$ cat config.mk
export PLATFORM = sky130hd
export DESIGN_NAME = heartbeat_aging_table
export DESIGN_NICKNAME = d
export VERILOG_FILES = /design/src/hw/rtl/hat_pkg.sv /design/src/hw/rtl/hat_store.sv /design/src/hw/rtl/hat_cmp.sv /design/src/hw/rtl/heartbeat_aging_table.sv
export SDC_FILE = /design/constraint.sdc
export NUM_CORES = 2
export LEC_CHECK = 0
export BUFFER_PORTS_ARGS = -buffer_cell sky130_fd_sc_hd__buf_4
export CAP_MARGIN = 20
export CORE_ASPECT_RATIO = 0.7
export CORE_MARGIN = 4
export CORE_UTILIZATION = 30
export DETAILED_ROUTE_END_ITERATION = 8
export GPL_TIMING_DRIVEN = 1
export PLACE_DENSITY = 0.51
export SYNTH_ARGS = -nofsm -noshare
export SYNTH_HDL_FRONTEND = slang
export SYNTH_SLANG_ARGS = --single-unit
$ cat constraint.sdc
create_clock -name clk -period 5.4 [get_ports clk]
set_input_delay 0.54 -clock clk [delete_from_list [all_inputs] [get_ports clk]]
set_output_delay 0.54 -clock clk [all_outputs]
set_load 0.01 [all_outputs]
$ cat src/hw/rtl/hat_pkg.sv
// hat_pkg: sizes, entry record, compare result and sequencer states
// for the heartbeat aging table. No dependencies.
package hat_pkg;

  localparam int TABLE_ENTRIES = 16;
  localparam int IDX_W = (TABLE_ENTRIES > 1) ? $clog2(TABLE_ENTRIES) : 1;
  localparam int CNT_W = $clog2(TABLE_ENTRIES + 1);
  localparam int EXP_W = 16;
  localparam int OCNT_W = 5;
  localparam logic [EXP_W-1:0] EXPIRY_RESET = 16'd60;

  localparam logic REQ_REGISTER = 1'b0;
  localparam logic REQ_SWEEP = 1'b1;

  typedef struct packed {
    logic [31:0] ip;
    logic [15:0] port;
    logic [31:0] last_seen;
  } entry_t;

  typedef struct packed {
    logic match;
    logic expired;
  } cmp_result_t;

  typedef enum logic [3:0] {
    ST_IDLE = 4'b0001,
    ST_SCAN = 4'b0010,
    ST_TAIL = 4'b0100,
    ST_FIN  = 4'b1000
  } state_t;

  function automatic logic [OCNT_W-1:0] sat_cnt(input logic [CNT_W-1:0] v);
    if (32'(v) > 32'd31) begin
      return 5'd31;
    end
    return OCNT_W'(v);
  endfunction

endpackage

$ cat src/hw/rtl/hat_store.sv
// hat_store: entry memory (ip, port, last seen), one write port and one
// registered read port. Depends on hat_pkg.
module hat_store
  import hat_pkg::*;
(
  input  logic             clk,
  input  logic             wr_en,
  input  logic [IDX_W-1:0] wr_idx,
  input  entry_t           wr_data,
  input  logic [IDX_W-1:0] rd_idx,
  output entry_t           rd_data
);

  entry_t mem [TABLE_ENTRIES];
  entry_t rd_data_r;

  always_ff @(posedge clk) begin
    if (wr_en) begin
      mem[wr_idx] <= wr_data;
    end
  end

  always_ff @(posedge clk) begin
    rd_data_r <= mem[rd_idx];
  end

  assign rd_data = rd_data_r;

endmodule

$ cat src/hw/rtl/hat_cmp.sv
// hat_cmp: shared key compare and age check applied to one entry per cycle.
// Depends on hat_pkg.
module hat_cmp
  import hat_pkg::*;
(
  input  entry_t             ent,
  input  logic               ent_valid,
  input  logic [31:0]        key_ip,
  input  logic [15:0]        key_port,
  input  logic [31:0]        now,
  input  logic [EXP_W-1:0]   expiry,
  output cmp_result_t        res
);

  logic [31:0] age;

  assign age = now - ent.last_seen;
  assign res.match = ent_valid && (ent.ip == key_ip) && (ent.port == key_port);
  assign res.expired = ent_valid && (age > {{(32-EXP_W){1'b0}}, expiry});

endmodule

$ cat src/hw/rtl/heartbeat_aging_table.sv
// heartbeat_aging_table: live server table with heartbeat refresh and expiry sweep.
// Every request walks all TABLE_ENTRIES entries through one compare unit, one per cycle.
// After start is taken the sequencer steps through ST_SCAN, ST_TAIL and ST_FIN;
// out_valid is registered as ST_FIN ends. busy is high in all of those states, so a new
// request is taken only once the previous one is done and the sequencer is in ST_IDLE.
// The result strobe lasts one cycle; the receiver cannot stall it.
// Reset (rst_n low, synchronous): table empty, count zero, expiry 60. Uses hat_pkg.
module heartbeat_aging_table
  import hat_pkg::*;
(
  input  logic              clk,
  input  logic              rst_n,
  input  logic              start,
  output logic              busy,
  input  logic              in_req_type,
  input  logic [31:0]       in_ip_addr,
  input  logic [15:0]       in_port_number,
  input  logic [31:0]       in_now_seconds,
  input  logic              cfg_we,
  input  logic [EXP_W-1:0]  cfg_wdata,
  output logic              out_valid,
  output logic              out_refreshed,
  output logic              out_added,
  output logic              out_dropped_full,
  output logic [OCNT_W-1:0] out_removed_count,
  output logic              out_list_changed,
  output logic [OCNT_W-1:0] out_entry_count
);

  state_t state_r, state_nxt;
  logic [EXP_W-1:0] expiry_r;

  logic req_type_r, req_type_nxt;
  logic [31:0] req_ip_r, req_ip_nxt;
  logic [15:0] req_port_r, req_port_nxt;
  logic [31:0] req_now_r, req_now_nxt;

  logic [IDX_W-1:0] rd_idx_r, rd_idx_nxt;
  logic eval_vld_r, eval_vld_nxt;
  logic [IDX_W-1:0] eval_idx_r, eval_idx_nxt;
  logic hit_r, hit_nxt;
  logic [IDX_W-1:0] hit_idx_r, hit_idx_nxt;
  logic free_r, free_nxt;
  logic [IDX_W-1:0] free_idx_r, free_idx_nxt;
  logic [CNT_W-1:0] rm_cnt_r, rm_cnt_nxt;
  logic [TABLE_ENTRIES-1:0] valid_r, valid_nxt;
  logic [CNT_W-1:0] valid_cnt_r, valid_cnt_nxt;

  logic out_valid_r, out_valid_nxt;
  logic out_refreshed_r, out_refreshed_nxt;
  logic out_added_r, out_added_nxt;
  logic out_dropped_r, out_dropped_nxt;
  logic [OCNT_W-1:0] out_removed_r, out_removed_nxt;
  logic out_changed_r, out_changed_nxt;
  logic [OCNT_W-1:0] out_count_r, out_count_nxt;

  logic wr_en;
  logic [IDX_W-1:0] wr_idx;
  entry_t wr_data;
  entry_t rd_data;
  cmp_result_t cmp_res;

  hat_store u_store (
    .clk     (clk),
    .wr_en   (wr_en),
    .wr_idx  (wr_idx),
    .wr_data (wr_data),
    .rd_idx  (rd_idx_r),
    .rd_data (rd_data)
  );

  hat_cmp u_cmp (
    .ent       (rd_data),
    .ent_valid (valid_r[eval_idx_r]),
    .key_ip    (req_ip_r),
    .key_port  (req_port_r),
    .now       (req_now_r),
    .expiry    (expiry_r),
    .res       (cmp_res)
  );

  assign busy = (state_r != ST_IDLE);

  always_comb begin
    state_nxt = state_r;
    req_type_nxt = req_type_r;
    req_ip_nxt = req_ip_r;
    req_port_nxt = req_port_r;
    req_now_nxt = req_now_r;
    rd_idx_nxt = rd_idx_r;
    eval_vld_nxt = 1'b0;
    eval_idx_nxt = rd_idx_r;
    hit_nxt = hit_r;
    hit_idx_nxt = hit_idx_r;
    free_nxt = free_r;
    free_idx_nxt = free_idx_r;
    rm_cnt_nxt = rm_cnt_r;
    valid_nxt = valid_r;
    valid_cnt_nxt = valid_cnt_r;
    out_valid_nxt = 1'b0;
    out_refreshed_nxt = out_refreshed_r;
    out_added_nxt = out_added_r;
    out_dropped_nxt = out_dropped_r;
    out_removed_nxt = out_removed_r;
    out_changed_nxt = out_changed_r;
    out_count_nxt = out_count_r;
    wr_en = 1'b0;
    wr_idx = hit_r ? hit_idx_r : free_idx_r;
    wr_data.ip = req_ip_r;
    wr_data.port = req_port_r;
    wr_data.last_seen = req_now_r;

    // per-entry evaluation, in the cycle after the read
    if (eval_vld_r) begin
      if (req_type_r == REQ_SWEEP) begin
        if (cmp_res.expired) begin
          valid_nxt[eval_idx_r] = 1'b0;
          rm_cnt_nxt = rm_cnt_r + 1'b1;
        end
      end else begin
        if (cmp_res.match && !hit_r) begin
          hit_nxt = 1'b1;
          hit_idx_nxt = eval_idx_r;
        end
        if (!valid_r[eval_idx_r] && !free_r) begin
          free_nxt = 1'b1;
          free_idx_nxt = eval_idx_r;
        end
      end
    end

    unique case (state_r)
      ST_IDLE: begin
        if (start) begin
          req_type_nxt = in_req_type;
          req_ip_nxt = in_ip_addr;
          req_port_nxt = in_port_number;
          req_now_nxt = in_now_seconds;
          rd_idx_nxt = '0;
          hit_nxt = 1'b0;
          free_nxt = 1'b0;
          rm_cnt_nxt = '0;
          state_nxt = ST_SCAN;
        end
      end
      ST_SCAN: begin
        eval_vld_nxt = 1'b1;
        eval_idx_nxt = rd_idx_r;
        if (rd_idx_r == IDX_W'(TABLE_ENTRIES - 1)) begin
          state_nxt = ST_TAIL;
        end else begin
          rd_idx_nxt = rd_idx_r + 1'b1;
        end
      end
      ST_TAIL: begin
        state_nxt = ST_FIN;
      end
      ST_FIN: begin
        out_valid_nxt = 1'b1;
        out_refreshed_nxt = 1'b0;
        out_added_nxt = 1'b0;
        out_dropped_nxt = 1'b0;
        out_removed_nxt = '0;
        out_changed_nxt = 1'b0;
        if (req_type_r == REQ_SWEEP) begin
          valid_cnt_nxt = valid_cnt_r - rm_cnt_r;
          out_removed_nxt = sat_cnt(rm_cnt_r);
          out_changed_nxt = (rm_cnt_r != '0);
        end else if (hit_r) begin
          wr_en = 1'b1;
          out_refreshed_nxt = 1'b1;
        end else if (free_r) begin
          wr_en = 1'b1;
          valid_nxt[free_idx_r] = 1'b1;
          valid_cnt_nxt = valid_cnt_r + 1'b1;
          out_added_nxt = 1'b1;
        end else begin
          out_dropped_nxt = 1'b1;
        end
        out_count_nxt = sat_cnt(valid_cnt_nxt);
        state_nxt = ST_IDLE;
      end
      default: begin
        state_nxt = ST_IDLE;
      end
    endcase
  end

  always_ff @(posedge clk) begin
    if (!rst_n) begin
      state_r <= ST_IDLE;
      expiry_r <= EXPIRY_RESET;
      valid_r <= '0;
      valid_cnt_r <= '0;
      eval_vld_r <= 1'b0;
      out_valid_r <= 1'b0;
    end else begin
      state_r <= state_nxt;
      if (cfg_we) begin
        expiry_r <= cfg_wdata;
      end
      valid_r <= valid_nxt;
      valid_cnt_r <= valid_cnt_nxt;
      eval_vld_r <= eval_vld_nxt;
      out_valid_r <= out_valid_nxt;
    end
  end

  always_ff @(posedge clk) begin
    req_type_r <= req_type_nxt;
    req_ip_r <= req_ip_nxt;
    req_port_r <= req_port_nxt;
    req_now_r <= req_now_nxt;
    rd_idx_r <= rd_idx_nxt;
    eval_idx_r <= eval_idx_nxt;
    hit_r <= hit_nxt;
    hit_idx_r <= hit_idx_nxt;
    free_r <= free_nxt;
    free_idx_r <= free_idx_nxt;
    rm_cnt_r <= rm_cnt_nxt;
    out_refreshed_r <= out_refreshed_nxt;
    out_added_r <= out_added_nxt;
    out_dropped_r <= out_dropped_nxt;
    out_removed_r <= out_removed_nxt;
    out_changed_r <= out_changed_nxt;
    out_count_r <= out_count_nxt;
  end

  assign out_valid = out_valid_r;
  assign out_refreshed = out_refreshed_r;
  assign out_added = out_added_r;
  assign out_dropped_full = out_dropped_r;
  assign out_removed_count = out_removed_r;
  assign out_list_changed = out_changed_r;
  assign out_entry_count = out_count_r;

  a_fin_strobe: assert property (@(posedge clk) disable iff (!rst_n)
    (state_r == ST_FIN) |=> out_valid_r)
    else $error("result strobe missing after finish");

  a_reg_outcome: assert property (@(posedge clk) disable iff (!rst_n)
    (out_valid_r && (req_type_r == REQ_REGISTER)) |->
      $onehot({out_refreshed_r, out_added_r, out_dropped_r}))
    else $error("register request must have exactly one outcome");

  a_count_sync: assert property (@(posedge clk) disable iff (!rst_n)
    (state_r == ST_IDLE) |-> (valid_cnt_r == CNT_W'($countones(valid_r))))
    else $error("entry count out of step with valid bits");

  a_sweep_flags: assert property (@(posedge clk) disable iff (!rst_n)
    (out_valid_r && (req_type_r == REQ_SWEEP)) |->
      (!out_refreshed_r && !out_added_r && !out_dropped_r &&
       (out_changed_r == (out_removed_r != '0))))
    else $error("sweep result flags inconsistent");

endmodule

-- Word-level counts from Yosys, hierarchy flattened
Memories as Yosys holds them, arrays and structs flattened. A register that Yosys moved wholly into a read port is not among the register bits.
Cells that the tools add are included.
- bitwise operators: 4
- muxes and demuxes: 48
- eq/ne operators: 11
- $mul: 0
- divide/modulo/power cells: 0
- reduce and logical (&&, ||, !) cells: 18
- add/subtract/negate cells: 5
- magnitude comparators: 5
- shifts and indexed selects: 0
- operators with widths (kind ; count):
    2-to-1 mux 16 bit ; 7
    2-to-1 mux 5 bit ; 8
    == test 32 bit ; 1
    greater-than comparator 32 x 16 -> 1 bit ; 1
    subtractor 32 bit ; 1
    2-to-1 mux 1 bit ; 23
    2-to-1 mux 4 bit ; 5
    AND 16 bit ; 1
    == test 16 bit ; 1
    NOT 16 bit ; 1
    OR 16 bit ; 1
    case mux 4 bit (3 select lines) ; 1
    adder 5 x 1 -> 5 bit (second input constant) ; 2
    < comparator 4 x 5 -> 1 bit (second input constant) ; 2
    AND reduction 3 bit ; 3
    demux 1 bit (select 4 bit) ; 2
    == test 4 bit (second input constant) ; 2
    >= comparator 4 x 1 -> 1 bit (second input constant) ; 2
    case mux 4 bit (2 select lines) ; 1
    logical AND 1 bit ; 7
    inequality test 2 bit (second input constant) ; 3
    nonzero test 5 bit ; 1
    subtractor 5 bit ; 1
    adder 4 x 1 -> 4 bit (second input constant) ; 1
    10 further kinds ; 13
- logic and storage cells: 115
- register bits: 161
- memory bits (writable): 1280
- memories kept: 1
- input port bits: 101
- bits in read-only memories: 0
- bits in latches: 0
- output and inout port bits: 16
- memory list (name ; depth ; bits a word ; read ports ; clocked after memory_dff ; write ports ; line ; text):
    u_store.mem ; 16 ; 80 ; 1 ; 1 ; 1 ; hat_store.sv:14 ; entry_t mem [TABLE_ENTRIES];

-- Logic depth before layout (Yosys ltp)
- depth in word-level cells: 14
- mapped depth: 23
- depth with buffers taken out: 21

-- Modules after synthesis
A second synthesis with hierarchy kept.
- cell total of the unflattened synthesis: 2892
- area, all modules: 58264.6 um^2
- modules (own cells, without submodules) (module ; cells an instance ; instances ; area an instance (um^2) ; sequential area each (um^2)):
    hat_store ; 2054 ; 1 ; 49422.4 ; 40038.4
    heartbeat_aging_table ; 429 ; 1 ; 5977.0 ; 4294.1
    hat_cmp ; 409 ; 1 ; 2865.2 ; 0.0

-- Least setup slack after synthesis
OpenSTA, ideal clock, no wires.
- path kind: reg2reg
- start: reg state_r[0]
- end: mem u_store.mem[1][0] (netlist name) (enable)
- library setup time: 519 ps
- data required time: 4881 ps
- buffers on the path: 1
- stages on the path, launching flop included: 7
- setup slack: -275 ps
- arrival time: 5156 ps
- period minus slack after synthesis: 5675 ps
- cells stage by stage: dfxtp_1 -> nor4b_1 -> clkbuf_1 -> nand2_1 -> nor2_1 -> nand2_1 -> nor2_1
- longest elaborated chain between the ends: 4
- RTL lines (element ; line ; text):
    start, declared ; heartbeat_aging_table.sv:30 ; state_t state_r, state_nxt;
    start signal, assigned ; heartbeat_aging_table.sv:198 ; state_r <= state_nxt;
    == test 4 bit ; heartbeat_aging_table.sv:132 ; unique case (state_r)
    2-to-1 mux 1 bit ; heartbeat_aging_table.sv:132 ;
    2-to-1 mux 1 bit ; hat_store.sv:18 ; if (wr_en) begin
    2-to-1 mux 1 bit (not written as such) ; hat_store.sv:19 ; mem[wr_idx] <= wr_data;
    end, declared ; hat_store.sv:14 ;
No other way between the ends.

-- Final worst setup path
- start: reg req_now_r[0]
- end: reg rm_cnt_r[3]
- longest elaborated chain between the ends: 8
- RTL lines (element ; line ; text):
    start, declared ; heartbeat_aging_table.sv:36 ; logic [31:0] req_now_r, req_now_nxt;
    start signal, assigned ; heartbeat_aging_table.sv:213 ; req_now_r <= req_now_nxt;
    subtractor 32 bit * ; hat_cmp.sv:17 ; assign age = now - ent.last_seen;
    greater-than comparator 32 x 16 -> 1 bit * ; hat_cmp.sv:19 ; assign res.expired = ent_valid && (age > {{(32-EXP_W){1'b0}}, expiry});
    logical AND 1 bit * ; hat_cmp.sv:19 ;
    2-to-1 mux 5 bit * ; heartbeat_aging_table.sv:116 ; if (cmp_res.expired) begin
    2-to-1 mux 5 bit * ; heartbeat_aging_table.sv:115 ; if (req_type_r == REQ_SWEEP) begin
    2-to-1 mux 5 bit * ; heartbeat_aging_table.sv:114 ; if (eval_vld_r) begin
    2-to-1 mux 5 bit ; heartbeat_aging_table.sv:134 ; if (start) begin
    2-to-1 mux 5 bit * ; heartbeat_aging_table.sv:132 ;
    named net rm_cnt_nxt[3] ; heartbeat_aging_table.sv:45 ; logic [CNT_W-1:0] rm_cnt_r, rm_cnt_nxt;
    end signal, assigned ; heartbeat_aging_table.sv:220 ; rm_cnt_r <= rm_cnt_nxt;
    end, declared ; heartbeat_aging_table.sv:45 ;
Mark *: on every way through the listed nets, which the timed path passes. The rest lies on a longest branch.
A chain may end at the register's enable or synchronous reset.

==> results.py <==
metrics = {
    "outcome": {
        "outcome": "finished clean",
    },
    "worst_setup_path": {
        "critPathKind": "flip-flop to flip-flop",
        "rrSetupSlack_ns": 0.29,
        "slowest_delay_ns": 0.53,
        "critical_path.max_fanout": 10,
        "path_cells": "inv_1 > ha_1 > fa_1 > nor2b_2 > o2111ai_2 > a2111o_1 > nand3_1 > xor2_1 > ha_1 > nand4_1 > nor4_4 > nor3_1 > a211oi_2 > nand4_1 > or4b_1 > nor4_2 > buf_4 > a21oi_4 > a211o_1 > nand2_1",
        "crit_required_ns": 6.12,
        "critPathArrivalTime_ns": 5.83,
        "ff2ff_path_depth": 20,
        "setup.worst_path.end_class": "flip-flop",
        "crit_path_top_delay_cell": "or4b_1",
        "critPathLaunchType": "flip-flop",
    },
    "timing": {
        "max_freq_mhz": 196,
        "fin_crit_ns": 5.11,
        "drv_slew": 0,
        "post-route-period-util": 0.946,
        "final.setup.tns_ns": 0,
        "setup_slack_ns": 0.290,
        "setup_viol": 0,
        "worstMarginPinSlew_ns": 1.04,
        "hold_slack_ns": 0.0807,
        "slew_headroom": 0.302,
        "fin_worst_skew_ns": 0.0398,
        "final_hold_viol_count": 0,
    },
    "floorplanning": {
        "start_util": 0.302,
        "die_w_um": 536,
        "core_area_sq_um": 194000,
        "num_io_pins": 117,
        "rows": 135,
        "die_height_um": 378,
        "dieArea_sq_um": 202000,
    },
    "power": {
        "swShare": 0.229,
        "p_per_area_nw_per_um2": 370,
        "p_leak_uw": 0.0219,
        "p_sw_uw": 5860,
        "p_seq_frac": 0.517,
        "p_clk_frac": 0.408,
        "pwr-share-comb": 0.075,
        "p_int_uw": 19700,
        "vdd_drop_max_v": 0.000310,
    },
    "cells_and_area": {
        "syn2layout_area_growth_pct": 18.3,
        "stdcell_area_sq_um": 69300,
        "fillerInstances": 17800,
        "layoutNonFillerInstCount": 5813,
        "num-nets-final": 3242,
        "regArea_sq_um": 44300,
        "multi_input_area_sq_um": 13700,
        "drive_gt1_frac": 0.275,
    },
    "logic_synthesis": {
        "syn_inst": 2759,
        "synthTopCellsByCount": "edfxtp_1 (1387), mux4_2 (405), dfxtp_1 (134)",
        "synth.top_cells.by_area": "edfxtp_1 (71%), mux4_2 (16%), dfxtp_1 (4.6%)",
        "synthesis.area_sq_um": 58500,
        "synth_cell_types": 64,
        "ys_seq_elements": 1521,
        "synth-warning-count": 0,
        "yosysMostFrequentCell": "edfxtp_1",
        "synth_fp_nets": 2917,
        "synth_top_area_share": 0.711,
        "synthArstFlopShare": 0,
        "yosysSeqAreaShare": 0.757,
        "avgSynthCellArea_sq_um": 21.2,
        "synth-edff-count": 1387,
        "synth_top_area_cell": "edfxtp_1",
        "synth_ff_type": "edfxtp_1",
    },
    "detailed_routing": {
        "dr.max_layer_used": "met4",
        "wl_um": 146000,
        "drc": 0,
        "antenna_left": 0,
        "wl_met2_um": 62000,
        "vias": 28200,
        "avgViaCountPerCell": 4.85,
        "drtIter0Drc": 2796,
        "wl_met3_um": 8620,
        "drt-met1-wl_um": 72500,
        "first_pass_iters": 5,
        "wire_per_inst_um": 25.1,
    },
    "global_routing": {
        "overflow": 0,
        "grt_max_degree": 117,
        "grt_usage": 0.143,
        "antenna_found_initial": 6,
        "grt_pass1_vias": 28700,
        "grt_pass1_wl_um": 210000,
    },
    "clock_network": {
        "cts.sinks": 1521,
        "tritoncts": "yes",
        "clk_latency_ns": 0.80,
        "cts-htree-levels": 4,
        "root_buffer": "clkbuf_16",
        "cts_made_buffers": 148,
        "clk_path_buf_depth": 3,
        "path_clk_slew_ns": 0.06,
    },
    "placement": {
        "placed_area_sq_um": 63300,
        "dpl.cell_count": 5436,
        "place_ws_ns": -0.215,
        "place_congestion": 0.867,
        "portBuffers": 116,
        "dp.final_hpwl_um": 76300,
    },
    "flow_run": {
        "maxCapViolations": 0,
    },
    "worst_hold_path": {
        "min_path_type": "input port to flip-flop",
        "min_path_cells": 3,
    },
}
==> final timing paths <==
kind                                   start           to
worst max-delay path            req_now_r[0]  rm_cnt_r[3]
worst min register to register   expiry_r[4]  expiry_r[4]
worst max register to register  req_now_r[0]  rm_cnt_r[3]
worst min-delay path            cfg_wdata[1]  expiry_r[1]
==> what timing repair did <==
| item | in CTS | in global routing |
|---|---|---|
| gates resized for setup | 3 | 12 |
| pin swaps | 0 | 7 |
| gates cloned | 0 | 1 |
| hold buffers | 96 | 0 |
| endpoints found under the hold margin | 96 | 0 |
| endpoints found under the setup margin | 21 | 21 |
| buffers inserted | 0 | 3 |
==> layout by cell type (no fill, tap or decap), types with 10 or more instances in the layout <==
| cell | n |
|---|---|
| a21o_1 | 16 |
| nor2b_1 | 26 |
| o21ai_0 | 36 |
| buf_4 | 176 |
| a21oi_1 | 51 |
| nor3_1 | 16 |
| xnor2_1 | 30 |
| clkbuf_1 | 38 |
| edfxtp_1 | 1387 |
| inv_1 | 69 |
| nand4_1 | 25 |
| nor2_4 | 17 |
| clkbuf_16 | 149 |
| nor4_1 | 12 |
| nand3_1 | 20 |
| xor2_1 | 46 |
| dlygate4sd3_1 | 96 |
| nand2_1 | 63 |
| mux2i_1 | 21 |
| o21a_1 | 13 |
| nor2_1 | 57 |
| clkbuf_8 | 17 |
| ha_1 | 52 |
| dfxtp_1 | 134 |
| buf_12 | 27 |
| and2_1 | 11 |
| a31oi_1 | 18 |
| clkinv_2 | 30 |
| mux4_2 | 405 |
| clkinv_1 | 10 |
==> sequential cells by signal (all words and copies together), names as in the netlist, 5 cells and up <==
register           cells
rm_cnt_r               5
out_entry_count        5
valid_r               16
u_store.rd_data       80
u_store.mem         1280
req_ip_r              32
req_port_r            16
req_now_r             32
valid_cnt_r            5
expiry_r              16
out_removed_count      5
==> final cells by class <==
class | instances | share of cell area
inverters | 69 | 0.00374
diodes | 2 | 0.0000723
clock inverters | 70 | 0.0108
flip-flops and latches | 1521 | 0.640
repair buffers | 301 | 0.0413
well taps | 2603 | 0.0470
clock buffers | 204 | 0.0593
multi-input cells | 1043 | 0.198
==> cells by family after synthesis <==
| family | after synthesis | synth area share |
|---|---|---|
| flip-flops | 1521 | 0.757 |
| XOR/XNOR | 76 | 0.0114 |
| AND/OR/NAND/NOR | 293 | 0.0252 |
| multiplexers | 427 | 0.160 |
| buffers and inverters | 196 | 0.0130 |
| AO/OA/AOI/OAI | 189 | 0.0212 |
| adder cells (fa/ha/maj) | 57 | 0.0124 |
==> layer usage <==
| layer | global-route usage | vias up |
|---|---|---|
| li1 | - | 12100 |
| met1 | 0.224 | 15100 |
| met4 | 0.0352 | 0 |
| met3 | 0.0297 | 179 |
| met2 | 0.201 | 834 |
| met5 | 0 | - |
==> worst max-delay path, delay by kind of cell (launching register included) <==
family                   cells  cell delay (ns)
AO/OA/AOI/OAI                5             1.49
XOR/XNOR                     1             0.08
adder cells (fa/ha/maj)      3             0.93
buffers and inverters        2             0.29
flip-flops                   1             0.34
AND/OR/NAND/NOR              9             1.89
==> power by group through the flow <==
stage / registers (uW) / logic [uW] / clock network (uW)
detailed placement: 13500 / 1850 / 0
global placement: 13500 / 1850 / 0
finish: 13200 / 1920 / 10400
CTS: 13200 / 1920 / 10700
floorplan: 13400 / 1240 / 0
global route: 13300 / 2090 / 11300
==> stage by stage <==
stage	total power, uW	util
after global routing	26600	0.358
after global placement	15300	0.327
after floorplan	14700	-
final	25600	0.358
after detailed placement	15300	0.327
after CTS	25900	0.357
Power figures use the tool's default switching activity.
